`src/rtl/tcfr_pkg.sv`:
```
// tcfr_pkg: shared types, codes and helpers of the telemetry command frame receiver
// used by tcfr_front, tcfr_queue, tcfr_back and the top level; no dependencies
`default_nettype none
package tcfr_pkg;

	localparam int GAINS_PER_GROUP_DEF = 9;
	localparam int PAY_IDX_W = 5;   // covers a payload of up to 2 * 9 bytes
	localparam int QDEPTH = 4;

	localparam logic [7:0] HDR0 = 8'hAA;
	localparam logic [7:0] HDR1 = 8'hAF;
	localparam logic [7:0] ACK_ID = 8'hEF;
	localparam logic [7:0] ACK_LEN = 8'h02;
	localparam logic [7:0] FC_CAL = 8'h01;
	localparam logic [7:0] FC_REQ = 8'h02;
	localparam logic [7:0] FC_GAIN_LO = 8'h10;
	localparam logic [7:0] FC_GAIN_SHORT = 8'h13;
	localparam logic [7:0] FC_ACK_HI = 8'h15;
	localparam logic [7:0] CMD_ACC = 8'h01;
	localparam logic [7:0] CMD_GYRO = 8'h02;
	localparam logic [7:0] CMD_BOTH = 8'h03;
	localparam logic [7:0] CMD_MAG = 8'h04;
	localparam logic [7:0] CMD_READBACK = 8'h01;
	localparam logic [7:0] CMD_VERSION = 8'hA0;

	localparam logic [1:0] KIND_STATUS = 2'd0;
	localparam logic [1:0] KIND_GAIN = 2'd1;
	localparam logic [1:0] KIND_ACK = 2'd2;

	localparam logic [1:0] ST_OK = 2'd0;
	localparam logic [1:0] ST_CHECKSUM = 2'd1;
	localparam logic [1:0] ST_HEADER = 2'd2;
	localparam logic [1:0] ST_SHORT = 2'd3;

	localparam logic [2:0] ACK_LAST = 3'd6;

	typedef struct packed {
		logic [7:0] rx_byte;
		logic       frame_end;
	} rx_item_t;

	typedef struct packed {
		logic [1:0]         result_kind;
		logic [1:0]         frame_status;
		logic               calibrate_accel;
		logic               calibrate_gyro;
		logic               calibrate_mag;
		logic               want_gain_readback;
		logic               want_version;
		logic               save_params;
		logic [5:0]         gain_slot;
		logic signed [15:0] gain_value;
		logic [7:0]         ack_byte;
		logic               last_result;
	} res_item_t;

	typedef struct packed {
		logic cal_accel;
		logic cal_gyro;
		logic cal_mag;
		logic readback;
		logic version;
		logic save;
	} frame_flags_t;

	// queue entry: either a payload byte write or a finished frame
	typedef struct packed {
		logic                 job;
		logic [1:0]           status;
		frame_flags_t         flags;
		logic [7:0]           fc;
		logic [7:0]           data;
		logic [PAY_IDX_W-1:0] addr;
	} q_entry_t;

	typedef enum logic [1:0] {
		BK_IDLE,
		BK_GRD,
		BK_GOUT,
		BK_ACK
	} back_state_t;

	function automatic logic is_gain_fc(input logic [7:0] fc);
		return (fc >= FC_GAIN_LO) && (fc <= FC_GAIN_SHORT);
	endfunction

	function automatic logic is_ack_fc(input logic [7:0] fc);
		return (fc >= FC_GAIN_LO) && (fc <= FC_ACK_HI);
	endfunction

	// acknowledge frame: AA AA EF 02 fc sum checksum
	function automatic logic [7:0] ack_byte_f(input logic [2:0] k, input logic [7:0] fc,
			input logic [7:0] sum);
		logic [7:0] r;
		unique case (k)
			3'd0, 3'd1: r = HDR0;
			3'd2:       r = ACK_ID;
			3'd3:       r = ACK_LEN;
			3'd4:       r = fc;
			3'd5:       r = sum;
			default:    r = HDR0 + HDR0 + ACK_ID + ACK_LEN + fc + sum;
		endcase
		return r;
	endfunction

endpackage
`default_nettype wire

```
`src/rtl/tcfr_front.sv`:
```
// tcfr_front: takes frame bytes, keeps position, sum and header check, classifies frame end
// pushes payload writes and frame jobs into tcfr_queue; depends on tcfr_pkg
`default_nettype none
module tcfr_front #(
	parameter int GAINS_PER_GROUP = tcfr_pkg::GAINS_PER_GROUP_DEF
) (
	input  wire                     clk,
	input  wire                     arst_n,
	input  wire                     rx_valid,
	output logic                    rx_stall,
	input  tcfr_pkg::rx_item_t      rx_data,
	input  wire                     q_full,
	output logic                    q_push,
	output tcfr_pkg::q_entry_t      q_wdata
);
	import tcfr_pkg::*;

	localparam int G13 = (GAINS_PER_GROUP < 3) ? GAINS_PER_GROUP : 3;
	localparam logic [7:0] LEN_GAIN = 8'(4 + 2 * GAINS_PER_GROUP);
	localparam logic [7:0] LEN_G13 = 8'(4 + 2 * G13);
	localparam logic [7:0] PAY_END = 8'(4 + 2 * GAINS_PER_GROUP);

	logic [7:0] pos_q, sum_q, fc_q, cmd_q;
	logic       hdr_q;
	logic       accept, in_store, gain_fc;
	logic [7:0] idx;
	logic [1:0] status;
	frame_flags_t flags;

	assign rx_stall = q_full;
	assign accept = rx_valid && !rx_stall;
	assign in_store = (pos_q >= 8'd4) && (pos_q < PAY_END);
	assign idx = pos_q - 8'd4;
	assign gain_fc = is_gain_fc(fc_q);

	always_comb begin
		priority if (sum_q != rx_data.rx_byte)
			status = ST_CHECKSUM;
		else if (pos_q < 8'd2)
			status = ST_SHORT;
		else if (!hdr_q)
			status = ST_HEADER;
		else if (pos_q < 8'd3)
			status = ST_SHORT;
		else if ((fc_q == FC_CAL || fc_q == FC_REQ) && pos_q < 8'd5)
			status = ST_SHORT;
		else if (gain_fc && pos_q < ((fc_q == FC_GAIN_SHORT) ? LEN_G13 : LEN_GAIN))
			status = ST_SHORT;
		else
			status = ST_OK;
	end

	always_comb begin
		flags = '0;
		if (status == ST_OK) begin
			if (fc_q == FC_CAL) begin
				flags.cal_accel = (cmd_q == CMD_ACC) || (cmd_q == CMD_BOTH);
				flags.cal_gyro = (cmd_q == CMD_GYRO) || (cmd_q == CMD_BOTH);
				flags.cal_mag = (cmd_q == CMD_MAG);
			end
			if (fc_q == FC_REQ) begin
				flags.readback = (cmd_q == CMD_READBACK);
				flags.version = (cmd_q == CMD_VERSION);
			end
			flags.save = gain_fc;
		end
	end

	assign q_push = accept && (rx_data.frame_end || in_store);

	always_comb begin
		q_wdata = '0;
		q_wdata.job = rx_data.frame_end;
		q_wdata.data = rx_data.rx_byte;
		q_wdata.addr = idx[PAY_IDX_W-1:0];
		if (rx_data.frame_end) begin
			q_wdata.status = status;
			q_wdata.flags = flags;
			q_wdata.fc = fc_q;
		end
	end

	always_ff @(posedge clk or negedge arst_n) begin
		if (!arst_n) begin
			pos_q <= '0;
			sum_q <= '0;
			hdr_q <= 1'b1;
			fc_q <= '0;
			cmd_q <= '0;
		end else if (accept) begin
			if (rx_data.frame_end) begin
				pos_q <= '0;
				sum_q <= '0;
				hdr_q <= 1'b1;
				fc_q <= '0;
			end else begin
				if (pos_q == 8'd0 && rx_data.rx_byte != HDR0)
					hdr_q <= 1'b0;
				if (pos_q == 8'd1 && rx_data.rx_byte != HDR1)
					hdr_q <= 1'b0;
				if (pos_q == 8'd2)
					fc_q <= rx_data.rx_byte;
				// command byte kept here so flags are known at frame end
				if (pos_q == 8'd4)
					cmd_q <= rx_data.rx_byte;
				sum_q <= sum_q + rx_data.rx_byte;
				if (pos_q != 8'hFF)
					pos_q <= pos_q + 8'd1;
			end
		end
	end

endmodule
`default_nettype wire

```
`src/rtl/tcfr_queue.sv`:
```
// tcfr_queue: short fifo of payload writes and frame jobs between front and back
// depends on tcfr_pkg
`default_nettype none
module tcfr_queue (
	input  wire                   clk,
	input  wire                   arst_n,
	input  wire                   push,
	input  tcfr_pkg::q_entry_t    wdata,
	output logic                  full,
	input  wire                   pop,
	output logic                  empty,
	output tcfr_pkg::q_entry_t    head
);
	import tcfr_pkg::*;

	localparam int PW = $clog2(QDEPTH);

	q_entry_t         slot_q [QDEPTH];
	logic [PW-1:0]    wr_q, rd_q;
	logic [PW:0]      cnt_q;

	assign full = (cnt_q == (PW+1)'(QDEPTH));
	assign empty = (cnt_q == '0);
	assign head = slot_q[rd_q];

	always_ff @(posedge clk) begin
		if (push)
			slot_q[wr_q] <= wdata;
	end

	always_ff @(posedge clk or negedge arst_n) begin
		if (!arst_n) begin
			wr_q <= '0;
			rd_q <= '0;
			cnt_q <= '0;
		end else begin
			if (push)
				wr_q <= (wr_q == PW'(QDEPTH - 1)) ? '0 : wr_q + 1'b1;
			if (pop)
				rd_q <= (rd_q == PW'(QDEPTH - 1)) ? '0 : rd_q + 1'b1;
			if (push && !pop)
				cnt_q <= cnt_q + 1'b1;
			else if (pop && !push)
				cnt_q <= cnt_q - 1'b1;
		end
	end

endmodule
`default_nettype wire

```
`src/rtl/tcfr_back.sv`:
```
// tcfr_back: drains the queue, holds the gain payload memory, sequences status,
// gain writes and acknowledge bytes into an output register; depends on tcfr_pkg
`default_nettype none
module tcfr_back #(
	parameter int GAINS_PER_GROUP = tcfr_pkg::GAINS_PER_GROUP_DEF
) (
	input  wire                   clk,
	input  wire                   arst_n,
	input  wire                   q_empty,
	input  tcfr_pkg::q_entry_t    q_head,
	output logic                  q_pop,
	output logic                  res_valid,
	input  wire                   res_stall,
	output tcfr_pkg::res_item_t   res_data
);
	import tcfr_pkg::*;

	localparam int AW = $clog2(GAINS_PER_GROUP);
	localparam int CW = $clog2(GAINS_PER_GROUP + 1);
	localparam int G13 = (GAINS_PER_GROUP < 3) ? GAINS_PER_GROUP : 3;

	back_state_t state_q, state_d;
	logic [7:0]  mem_hi [GAINS_PER_GROUP];
	logic [7:0]  mem_lo [GAINS_PER_GROUP];
	logic [7:0]  rd_hi_q, rd_lo_q;
	logic [7:0]  fc_q, sum_q;
	logic [5:0]  slot_q;
	logic [CW-1:0] gi_q, gains_q;
	logic [2:0]  k_q;
	logic        ack_q;
	logic        out_valid_q;
	res_item_t   out_q, res_d;
	logic        can_load, load, mem_we, head_more, last_gain;

	assign can_load = !out_valid_q || !res_stall;
	assign head_more = (q_head.status == ST_OK) &&
		(is_gain_fc(q_head.fc) || is_ack_fc(q_head.fc));
	assign last_gain = (gi_q == gains_q - 1'b1);

	// next state
	always_comb begin
		state_d = state_q;
		unique case (state_q)
			BK_IDLE: begin
				if (!q_empty && q_head.job && can_load && head_more) begin
					if (q_head.status == ST_OK && is_gain_fc(q_head.fc))
						state_d = BK_GRD;
					else
						state_d = BK_ACK;
				end
			end
			BK_GRD: state_d = BK_GOUT;
			BK_GOUT: begin
				if (can_load) begin
					if (!last_gain)
						state_d = BK_GRD;
					else if (ack_q)
						state_d = BK_ACK;
					else
						state_d = BK_IDLE;
				end
			end
			BK_ACK: begin
				if (can_load && k_q == ACK_LAST)
					state_d = BK_IDLE;
			end
			default: state_d = BK_IDLE;
		endcase
	end

	// outputs
	always_comb begin
		q_pop = 1'b0;
		mem_we = 1'b0;
		load = 1'b0;
		res_d = '0;
		unique case (state_q)
			BK_IDLE: begin
				if (!q_empty) begin
					if (!q_head.job) begin
						q_pop = 1'b1;
						mem_we = 1'b1;
					end else if (can_load) begin
						q_pop = 1'b1;
						load = 1'b1;
						res_d.result_kind = KIND_STATUS;
						res_d.frame_status = q_head.status;
						res_d.calibrate_accel = q_head.flags.cal_accel;
						res_d.calibrate_gyro = q_head.flags.cal_gyro;
						res_d.calibrate_mag = q_head.flags.cal_mag;
						res_d.want_gain_readback = q_head.flags.readback;
						res_d.want_version = q_head.flags.version;
						res_d.save_params = q_head.flags.save;
						res_d.last_result = !head_more;
					end
				end
			end
			BK_GRD: ;
			BK_GOUT: begin
				load = can_load;
				res_d.result_kind = KIND_GAIN;
				res_d.gain_slot = slot_q;
				res_d.gain_value = {rd_hi_q, rd_lo_q};
				res_d.last_result = last_gain && !ack_q;
			end
			BK_ACK: begin
				load = can_load;
				res_d.result_kind = KIND_ACK;
				res_d.ack_byte = ack_byte_f(k_q, fc_q, sum_q);
				res_d.last_result = (k_q == ACK_LAST);
			end
			default: ;
		endcase
	end

	// payload memory, big-endian pairs split into high and low bytes
	always_ff @(posedge clk) begin
		if (mem_we) begin
			if (q_head.addr[0])
				mem_lo[q_head.addr[AW:1]] <= q_head.data;
			else
				mem_hi[q_head.addr[AW:1]] <= q_head.data;
		end
		rd_hi_q <= mem_hi[gi_q[AW-1:0]];
		rd_lo_q <= mem_lo[gi_q[AW-1:0]];
	end

	always_ff @(posedge clk) begin
		if (q_pop && q_head.job) begin
			fc_q <= q_head.fc;
			sum_q <= q_head.data;
			ack_q <= is_ack_fc(q_head.fc);
			slot_q <= 6'(q_head.fc[1:0]) * 6'(GAINS_PER_GROUP);
			gi_q <= '0;
			gains_q <= (q_head.fc == FC_GAIN_SHORT) ? CW'(G13) : CW'(GAINS_PER_GROUP);
			k_q <= '0;
		end else if (load && state_q == BK_GOUT && !last_gain) begin
			gi_q <= gi_q + 1'b1;
			slot_q <= slot_q + 6'd1;
		end else if (load && state_q == BK_ACK) begin
			k_q <= k_q + 3'd1;
		end
		if (load)
			out_q <= res_d;
	end

	always_ff @(posedge clk or negedge arst_n) begin
		if (!arst_n) begin
			state_q <= BK_IDLE;
			out_valid_q <= 1'b0;
		end else begin
			state_q <= state_d;
			if (load)
				out_valid_q <= 1'b1;
			else if (!res_stall)
				out_valid_q <= 1'b0;
		end
	end

	assign res_valid = out_valid_q;
	assign res_data = out_q;

endmodule
`default_nettype wire

```
`src/rtl/telemetry_command_frame_receiver_top.sv`:
```
// telemetry_command_frame_receiver_top: frame byte receiver with checksum and header check
// instantiates tcfr_front, tcfr_queue and tcfr_back; depends on tcfr_pkg
//
//   channel  direction  payload       handshake
//   rx       in         rx_item_t     rx_valid / rx_stall
//   res      out        res_item_t    res_valid / res_stall
//
// a byte is taken whenever rx_valid is high and the four-entry queue has room
// the back end stores payload bytes and emits status in idle, ack bytes in its ack state;
// a gain write takes a read state (registered payload memory read) and an output state
// a frame end at the queue head yields its registered status once the back end is idle
// reset clears the frame state, the queue and res_valid; payload memory is not reset
// either side may stall without losing data; rx_stall is high only while the queue is full
`default_nettype none
module telemetry_command_frame_receiver_top #(
	parameter int GAINS_PER_GROUP = tcfr_pkg::GAINS_PER_GROUP_DEF
) (
	input  wire                   clk,
	input  wire                   arst_n,
	input  wire                   rx_valid,
	output logic                  rx_stall,
	input  tcfr_pkg::rx_item_t    rx_data,
	output logic                  res_valid,
	input  wire                   res_stall,
	output tcfr_pkg::res_item_t   res_data
);
	import tcfr_pkg::*;

	q_entry_t q_wdata, q_head;
	logic     q_push, q_pop, q_full, q_empty;

	tcfr_front #(.GAINS_PER_GROUP(GAINS_PER_GROUP)) u_front (
		.clk      (clk),
		.arst_n   (arst_n),
		.rx_valid (rx_valid),
		.rx_stall (rx_stall),
		.rx_data  (rx_data),
		.q_full   (q_full),
		.q_push   (q_push),
		.q_wdata  (q_wdata)
	);

	tcfr_queue u_queue (
		.clk    (clk),
		.arst_n (arst_n),
		.push   (q_push),
		.wdata  (q_wdata),
		.full   (q_full),
		.pop    (q_pop),
		.empty  (q_empty),
		.head   (q_head)
	);

	tcfr_back #(.GAINS_PER_GROUP(GAINS_PER_GROUP)) u_back (
		.clk       (clk),
		.arst_n    (arst_n),
		.q_empty   (q_empty),
		.q_head    (q_head),
		.q_pop     (q_pop),
		.res_valid (res_valid),
		.res_stall (res_stall),
		.res_data  (res_data)
	);

endmodule
`default_nettype wire
```
`config.mk`:
```
export PLATFORM = sky130hd
export DESIGN_NAME = telemetry_command_frame_receiver_top
export DESIGN_NICKNAME = d
export VERILOG_FILES = /design/src/rtl/tcfr_pkg.sv /design/src/rtl/tcfr_front.sv /design/src/rtl/tcfr_queue.sv /design/src/rtl/tcfr_back.sv /design/src/rtl/telemetry_command_frame_receiver_top.sv
export SDC_FILE = /design/constraint.sdc
export NUM_CORES = 1
export LEC_CHECK = 0
export BUFFER_PORTS_ARGS = -buffer_cell sky130_fd_sc_hd__buf_2
export CORE_ASPECT_RATIO = 1.4
export CORE_MARGIN = 5
export CORE_UTILIZATION = 65
export DETAILED_ROUTE_END_ITERATION = 8
export PLACE_DENSITY = 0.83
export SYNTH_ARGS = -nofsm -noshare
export SYNTH_HDL_FRONTEND = slang
export SYNTH_SLANG_ARGS = --single-unit
```
`constraint.sdc`:
```
create_clock -name clk -period 7.5 [get_ports clk]
set_input_delay 0.75 -clock clk [delete_from_list [all_inputs] [get_ports clk]]
set_output_delay 0.75 -clock clk [all_outputs]
set_load 0.005 [all_outputs]
```
==> results of run 1 <==
## layout make-up
| type | instances | share of cell area |
|---|---|---|
| Inverter | 37 | 0.00768 |
| Timing Repair Buffer | 64 | 0.0190 |
| Multi-Input combinational cell | 518 | 0.252 |
| Clock inverter | 13 | 0.00976 |
| Tap cell | 315 | 0.0218 |
| Sequential cell | 396 | 0.633 |
| Clock buffer | 51 | 0.0569 |
## state kept, by name (all words and copies together) (netlist names), 4 cells and up
name and count:
u_front.pos_q 8, u_back.res_data 41, u_front.fc_q 8, u_back.mem_hi 72
u_back.rd_lo_q 8, u_back.sum_q 8, u_back.fc_q 8, u_back.slot_q 6
u_back.rd_hi_q 8, u_front.sum_q 8, u_back.gi_q 4, u_back.mem_lo 72
u_front.cmd_q 8, u_queue.slot_q 120
## metal layers
metal	global-route usage	share of wire
met5	0	0
met4	0.0785	0.033
met3	0.0322	0.047
met2	0.433	0.55
met1	0.287	0.37
## final timing paths
check,to,slack [ns],depth (start not counted)
max reg2reg,u_queue.slot_q[2][26],3.82,11
max,u_queue.slot_q[2][26],3.82,11
min in group clk,u_back.rd_hi_q[7],0.46,2
max in group asynchronous,u_queue.rd_q[0],6.44,1
min,u_front.sum_q[4],0.38,1
min reg2reg,u_back.rd_hi_q[7],0.46,2
## cells in the final DEF, fill, tap and decap left out, types with 7 or more instances in the layout
| master | n |
|---|---|
| edfxtp_1 | 330 |
| nor2_1 | 58 |
| buf_2 | 55 |
| nand2_1 | 54 |
| mux4_2 | 54 |
| and2_1 | 43 |
| dfrtp_1 | 41 |
| ha_1 | 40 |
| o21ai_0 | 38 |
| clkbuf_16 | 37 |
| inv_1 | 36 |
| a21oi_1 | 28 |
| dfxtp_1 | 22 |
| mux2i_1 | 19 |
| nand3_1 | 16 |
| xnor2_1 | 16 |
| xor2_1 | 15 |
| mux2_2 | 14 |
| nor3_1 | 11 |
| a22o_1 | 11 |
| clkbuf_1 | 9 |
| buf_4 | 9 |
| mux4_1 | 8 |
| nor2b_1 | 7 |
## per-stage QoR
stage	total power [mW]	setup slack [ns]	instance area [µm²]
after detailed placement	5.39	3.96	16900
after CTS	7.26	3.90	18100
after global placement	5.30	4.07	16900
after floorplan	4.75	3.12	16300
after global routing	7.60	3.55	18100
final	7.22	3.82	18100
## kinds of logic after synthesis
family,count (synthesis)
AO/OA/AOI/OAI,115
adder cells (fa/ha/maj),43
buffers and inverters,74
AND/OR/NAND/NOR,234
flip-flops,396
multiplexers,95
XOR/XNOR,31
## report_power, final
part / internal, mW / leakage [nW] / switching (mW)
sequential: 3.06 / 3.77 / 0.296
combinational: 0.852 / 2.05 / 1.16
clock: 1.10 / 0.586 / 0.755
==> flow_metrics.tcl, run 1 <==
set metrics [dict create \
    status "completed" \
    maxCapViolations 0 \
    post-cts-setup-buffers 0 \
    worst_hold_path_type "in -> async" \
    fin_skew_ns 0.0100 \
    synth_cell_type_count 68 \
    synth-edff-count 330 \
    synth-simple-area-share 0.0732 \
    synth_adder_area_share 0.0344 \
    synth_top_cells_by_count "330 x edfxtp_1, 58 x nor2_1, 54 x mux4_2, 54 x nand2_1, 43 x and2_1" \
    clk_pin_slew_worst_paths_ns 0.07 \
    fin_cells 1394 \
    leakage_nw 6.41 \
    critPathTopFamily "simple AND/OR/NAND/NOR gates" \
    crit_fanout 5 \
    muxShareOfSynthArea 0.109 \
    drc_errors 0 \
    ys_seq_elements 396 \
    area_delta_synth_final_pct 11.0 \
    seqCellArea_um2 11400 \
    diodes 0 \
    ant_nets 0 \
    yosysMostFrequentCell "edfxtp_1" \
    grt_antenna_before_repair 0 \
    drive_gt1_frac 0.184 \
    dr.pass1.iters 5 \
    h-tree-depth 2 \
    via_per_inst 6.28 \
    synth_top_area_cell "edfxtp_1" \
    std_cell_rows 68 \
    worst_hold_slack_ns 0.383 \
    cp.required_ns 7.71 \
    rsz0062_at_grt "false" \
    cts_num_sinks 396 \
    cts_tree "done" \
    endpoint_kind "flip-flop" \
    overflow 0 \
    post-place-cells 1330 \
    worstSetupPathType "reg -> reg" \
    grt_max_degree 44 \
    fillCellCount 1462 \
    io_buffer_count 55 \
    syn-cell-area_um2 16300 \
    synth.net_count 1044 \
    arrival_ns 3.88 \
    ys.flop_type "edfxtp_1" \
    cts_resized 0 \
    num_vias 8754 \
    first_global_vias 9257 \
    syn_area_per_cell_um2 16.5 \
    critPathLaunch "u_front.fc_q[2]" \
    synthTopCellsByArea "edfxtp_1 61%, mux4_2 7.5%, dfrtp_1 6.5%" \
    r2r_start "u_front.fc_q[2]" \
    clock_path_buffers 3 \
    drt-total-wl_mm 32.2 \
    wl_per_cell_um 23.1 \
    max_freq_mhz 272 \
    synth.top_cell.area_share 0.608 \
    dpl.hpwl_mm 20.1 \
    crit_buf_inv 1 \
    vdd_drop_max_v 0.000264 \
    start_util 0.660 \
    synth_top_family_by_area "multiplexers" \
    gp_congestion 0.863 \
    fin_crit_ns 3.68 \
    die_h_um 197 \
    setup_tns_ns 0 \
    grt_pass1_wl_mm 51.1 \
    cp-start-kind "flip-flop" \
    power.density_nw_per_um2 399 \
    yosys_warnings 0 \
    finalSetupViolations 0 \
    insertion_delay_ns 0.51 \
    ctsRootBufferMaster "clkbuf_16" \
    synth_xor_area_frac 0.0167 \
    die-area_um2 28400 \
    period_share 0.490 \
    slew-limit-headroom 0.238 \
    syn_inst 988 \
    synth_compound_gate_area_share 0.0452 \
    multi_input_area_um2 4550 \
    final_util 0.733 \
    drtIter0Drc 653 \
    cts_hold_buf 0 \
    cpPeakStageDelay_ns 0.78 \
    worst_pin_slew_ns 1.14 \
    ys_async_sr_fraction 0.109 \
    fp.dieW_um 144 \
    slew_violations 0 \
    layout.nets 1109 \
    seq_area_frac_synth 0.703 \
    top_level_ports 56 \
    core_um2 24700 \
    hold_violations 0 \
    cts_buffers 36 \
    crit_slowest_cell "nor4b_1" \
    grt_usage 0.236 \
    crit_chain "nor4_1, nand3b_1, inv_1, nand3_1, ha_1, o21ai_0, nand2b_1, a41oi_1, o311ai_1, nand4b_1, nor4b_1" \
]
(Power assumes the default switching activity.)
==> run 2, diff against run 1 <==
Settings changed: CORE_UTILIZATION 65 to 62, PLACE_DENSITY 0.83 to 0.8.
Clock period 7.5 ns to 3.7 ns, I/O delays scaled along.
==> run 2 against run 1 <==
Total power rose by 100%. Die area is 4.5% higher. Largest power group unchanged. Sequential share of layout area decreased by 0.56 points.
==> flow_metrics.tcl, run 2 (same netlist as run 1, synthesis figures left out) <==
set metrics [dict create \
    status "completed" \
    io_buffer_count 55 \
    layout.nets 1129 \
    fillCellCount 1581 \
    via_per_inst 6.12 \
    grt_usage 0.221 \
    arrival_ns 3.73 \
    dpl.hpwl_mm 20.1 \
    worstSetupPathType "reg -> reg" \
    vdd_drop_max_v 0.000396 \
    ant_nets 0 \
    overflow 0 \
    crit_fanout 5 \
    maxCapViolations 0 \
    area_delta_synth_final_pct 12.0 \
    period_share 0.938 \
    max_freq_mhz 288 \
    cts_hold_buf 0 \
    cts_resized 0 \
    power.density_nw_per_um2 799 \
    clock_path_buffers 3 \
    num_vias 8725 \
    layout_commonest_cell "edfxtp_1" \
    fin_ws_ns 0.231 \
    top_level_ports 56 \
    post-place-cells 1358 \
    fin_skew_ns 0.0218 \
    multi_input_area_um2 4570 \
    cts_num_sinks 396 \
    start_util 0.626 \
    finalPower_mw 14.6 \
    wl_per_cell_um 22.4 \
    cp-start-kind "flip-flop" \
    insertion_delay_ns 0.53 \
    slew_violations 0 \
    post-place-ws_ns 0.248 \
    fin_cells 1426 \
    drt-total-wl_mm 31.9 \
    largest_reg_flops 120 \
    grt_max_degree 44 \
    dr.pass1.iters 5 \
    largest-register "u_queue.slot_q" \
    fp.dieW_um 147 \
    cts_tree "done" \
    post-cts-setup-buffers 0 \
    cp.required_ns 3.96 \
    leakage_nw 6.51 \
    gp_congestion 0.889 \
    worst_hold_path_type "in -> async" \
    cts_buffers 37 \
    grt_antenna_before_repair 0 \
    grt_pass1_wl_mm 51.1 \
    drc_errors 0 \
    fin_crit_ns 3.47 \
    setup_tns_ns 0 \
    worst_pin_slew_ns 0.992 \
    final_util 0.701 \
    h-tree-depth 2 \
    finalSetupViolations 0 \
    drive_gt1_frac 0.200 \
    final_cell_mix "330 x edfxtp_1, 58 x nor2_1, 55 x buf_2" \
    core_um2 26000 \
    rsz0062_at_grt "true" \
    hold_violations 0 \
    first_global_vias 9027 \
    die-area_um2 29700 \
    slew-limit-headroom 0.339 \
    std_cell_rows 70 \
    drtIter0Drc 659 \
    seqCellArea_um2 11400 \
    ctsRootBufferMaster "clkbuf_16" \
    endpoint_kind "flip-flop" \
    die_h_um 202 \
    clk_pin_slew_worst_paths_ns 0.06 \
    diodes 0 \
]
run 2: cell types whose count changed in the layout (fill, tap and decap cells not counted), moves of 2 or more:
cell	delta
clkbuf_1	+3
bufinv_16	-3
nor4b_2	+2
clkinv_4	-3
nor4b_1	-2
buf_4	+19
clkbuf_16	+2
run 2: metal layers:
layer  vias to the layer above  global-route usage  part of all wire
met3                        60              0.0303             0.048
met4                         0              0.0683             0.029
met2                       311               0.405              0.55
met1                      4408               0.271              0.38
met5                         -                   0                 0
li1                       3946                   -                 -
run 2: layout make-up:
type                            instances  area share
Tap cell                              324      0.0222
Clock inverter                         11     0.00501
Timing Repair Buffer                   83      0.0266
Multi-Input combinational cell        518       0.250
Sequential cell                       396       0.628
Clock buffer                           57      0.0605
Inverter                               37     0.00761
run 2: report_power, final:
group | switching [mW] | internal, mW
Clock | 1.58 | 2.14
Sequential | 0.482 | 6.19
Combinational | 2.43 | 1.76
Total | 4.49 | 10.1
run 2: path summary, 6_finish.rpt:
check                      slack, ns  cells after the start           startpoint               endpoint
min in group clk                0.18                      1           rx_data[7]  u_queue.slot_q[2][11]
max                             0.23                     11      u_front.fc_q[3]  u_queue.slot_q[2][22]
min                            0.009                      1               arst_n       u_front.sum_q[4]
max in group asynchronous       3.01                      1               arst_n        u_queue.rd_q[0]
min reg2reg                     0.45                      2  u_back.mem_lo[8][2]      u_back.rd_lo_q[2]
max reg2reg                     0.23                     11      u_front.fc_q[3]  u_queue.slot_q[2][22]
run 2: stage by stage:
step / area (µm²) / hold WS [ns]
final: 18200 / 0.00946
after global routing: 18200 / 0.0964
after CTS: 18200 / 0.0309
after detailed placement: 17000 / 0.438
after global placement: 17000 / 0.426
after floorplan: 16300 / 0.0744
run 2: critical path, cell delays in order (launching register included):
cell and delay (ns):
dfrtp_1 0.41, nor4_1 0.38, nand3b_1 0.20, inv_1 0.08, nand3_1 0.08, ha_1 0.31
o21ai_0 0.09, nand2b_1 0.10, a41oi_1 0.11, o311ai_1 0.48, nand4b_1 0.40, nor4_1 0.56
==> run 3, diff against run 2 <==
Settings changed: MAX_ROUTING_LAYER from default to met4.
==> run 3 against run 2 <==
Register-to-register slack about the same. Sequential share of layout area grew 0.23 points. Final area fell by 0.37%. Routed wire length fell by 4.7%. Maximum frequency is 0.30% lower. Total power fell by 1.2%. Via count fell by 1.5%. Highest routed layer unchanged.
==> flow_metrics.tcl, run 3 (same netlist as run 1, synthesis figures left out) <==
set metrics [dict create \
    status "completed" \
    fin_crit_ns 3.48 \
    cp.required_ns 3.93 \
    num_vias 8596 \
    grt_antenna_before_repair 0 \
    insertion_delay_ns 0.54 \
    layout_commonest_cell "edfxtp_1" \
    combPwrFrac 0.286 \
    vdd_drop_max_v 0.000369 \
    worstSetupPathType "reg -> reg" \
    cts_num_sinks 396 \
    crit_buf_inv 1 \
    cp_num_cells 11 \
    arrival_ns 3.71 \
    cts_buffers 37 \
    top_level_ports 56 \
    h-tree-depth 2 \
    wl_per_cell_um 21.4 \
    worst_hold_path_type "in -> async" \
    slew-limit-headroom 0.226 \
    drtIter0Drc 634 \
    period_share 0.940 \
    std_cell_rows 70 \
    crit_top_cell "nor4_1" \
    hold_violations 0 \
    critPathLaunch "u_front.fc_q[3]" \
    clk_pin_slew_worst_paths_ns 0.06 \
    finalSetupViolations 0 \
    grt_pass1_wl_mm 49.1 \
    slew_violations 0 \
    post-place-cells 1357 \
    leakage_nw 6.47 \
    ctsRootBufferMaster "clkbuf_16" \
    crit_slowest_cell "nor4_1" \
    layout.nets 1128 \
    drt-total-wl_mm 30.4 \
    power.density_nw_per_um2 793 \
    drc_errors 0 \
    maxCapViolations 0 \
    dpl_cell_area_um2 17000 \
    p_int_mw 9.98 \
    grt_max_degree 44 \
    seqCellArea_um2 11400 \
    clock_path_buffers 3 \
    ant_nets 0 \
    r2r_start "u_front.fc_q[3]" \
    fin_cells 1423 \
    cpPeakStageDelay_ns 0.63 \
    cts_tree "done" \
    die_h_um 202 \
    core_um2 26000 \
    io_buffer_count 55 \
    overflow 0 \
    gp_congestion 0.855 \
    setup_tns_ns 0 \
    p_clk_frac 0.249 \
    pwr-share-seq 0.466 \
    post-cts-setup-buffers 0 \
    dpl.hpwl_mm 19.8 \
    final_cell_mix "330 x edfxtp_1, 58 x nor2_1, 55 x buf_2" \
    fin_skew_ns 0.0298 \
    multi_input_area_um2 4560 \
    switchingPower_mw 4.43 \
    design_area_um2 18200 \
    crit_chain "nor4_1, nand3b_1, inv_1, nand3_1, ha_1, o21ai_0, nand2b_1, a41oi_1, o311ai_1, nand4b_1, nor4_1" \
    endpoint_kind "flip-flop" \
    crit_fanout 5 \
    critPathTopFamily "simple AND/OR/NAND/NOR gates" \
    dr.pass1.iters 5 \
    fillCellCount 1625 \
    area_delta_synth_final_pct 11.5 \
    die-area_um2 29700 \
    start_util 0.626 \
    via_per_inst 6.04 \
    worst_pin_slew_ns 1.16 \
    sw_frac_of_total 0.307 \
    diodes 0 \
    max_freq_mhz 287 \
    drive_gt1_frac 0.195 \
    grt_usage 0.217 \
    first_global_vias 9031 \
    cp-start-kind "flip-flop" \
    r2r.worst_path.cells 11 \
    fp.dieW_um 147 \
    largest_reg_flops 120 \
    largest-register "u_queue.slot_q" \
]
-- run 3: worst register-to-register path, stage by stage (launching register included) --
cell and delay [ns]:
dfrtp_1 0.40, nor4_1 0.34, nand3b_1 0.20, inv_1 0.10, nand3_1 0.08, ha_1 0.31, o21ai_0 0.10, nand2b_1 0.09
a41oi_1 0.12, o311ai_1 0.45, nand4b_1 0.37, nor4_1 0.63
-- run 3: final timing paths --
kind	end	slack (ns)
min in group clk	u_queue.slot_q[2][11]	0.15
max in group asynchronous	u_queue.rd_q[0]	2.97
worst min register to register	u_back.rd_hi_q[2]	0.44
worst min-delay path	u_front.sum_q[3]	0.03
worst max register to register	u_queue.slot_q[2][23]	0.22
worst max-delay path	u_queue.slot_q[2][23]	0.22
-- run 3: through the flow --
stage | hold slack, ns | utilization | setup slack, ns | total power, mW
finish | 0.0304 | 0.699 | 0.220 | 14.4
global route | 0.0998 | 0.699 | -0.00103 | 15.2
CTS | 0.0408 | 0.698 | 0.204 | 14.5
detailed placement | 0.432 | 0.654 | 0.234 | 10.9
global placement | 0.427 | 0.654 | 0.437 | 10.7
floorplan | 0.0744 | - | 0.584 | 9.62
-- run 3: layout make-up --
type / count / share of cell area
Clock buffer: 50 / 0.0542
Clock inverter: 16 / 0.00861
Inverter: 37 / 0.00764
Multi-Input combinational cell: 518 / 0.251
Sequential cell: 396 / 0.630
Tap cell: 324 / 0.0223
Timing Repair Buffer: 82 / 0.0263
-- run 3: timing repair --
action                     in CTS  in global routing
resized for setup               0                  2
hold buffers                    0                  0
setup endpoints to repair       0                  8
-- run 3: metal layers --
metal | track usage | routed length [µm] | vias to the layer above
met2 | 0.378 | 16400 | 257
met5 | - | 0 | -
met4 | 0.0769 | 978 | 0
met3 | 0.0278 | 1340 | 63
met1 | 0.264 | 11700 | 4321
li1 | - | - | 3955
-- run 3: power by group through the flow --
stage / Combinational, mW / Sequential, mW / Clock, mW
after floorplan: 3.02 / 6.60 / 0
after global placement: 3.99 / 6.75 / 0
after detailed placement: 4.13 / 6.80 / 0
after CTS: 4.18 / 6.71 / 3.64
after global routing: 4.56 / 6.81 / 3.85
final: 4.12 / 6.71 / 3.58
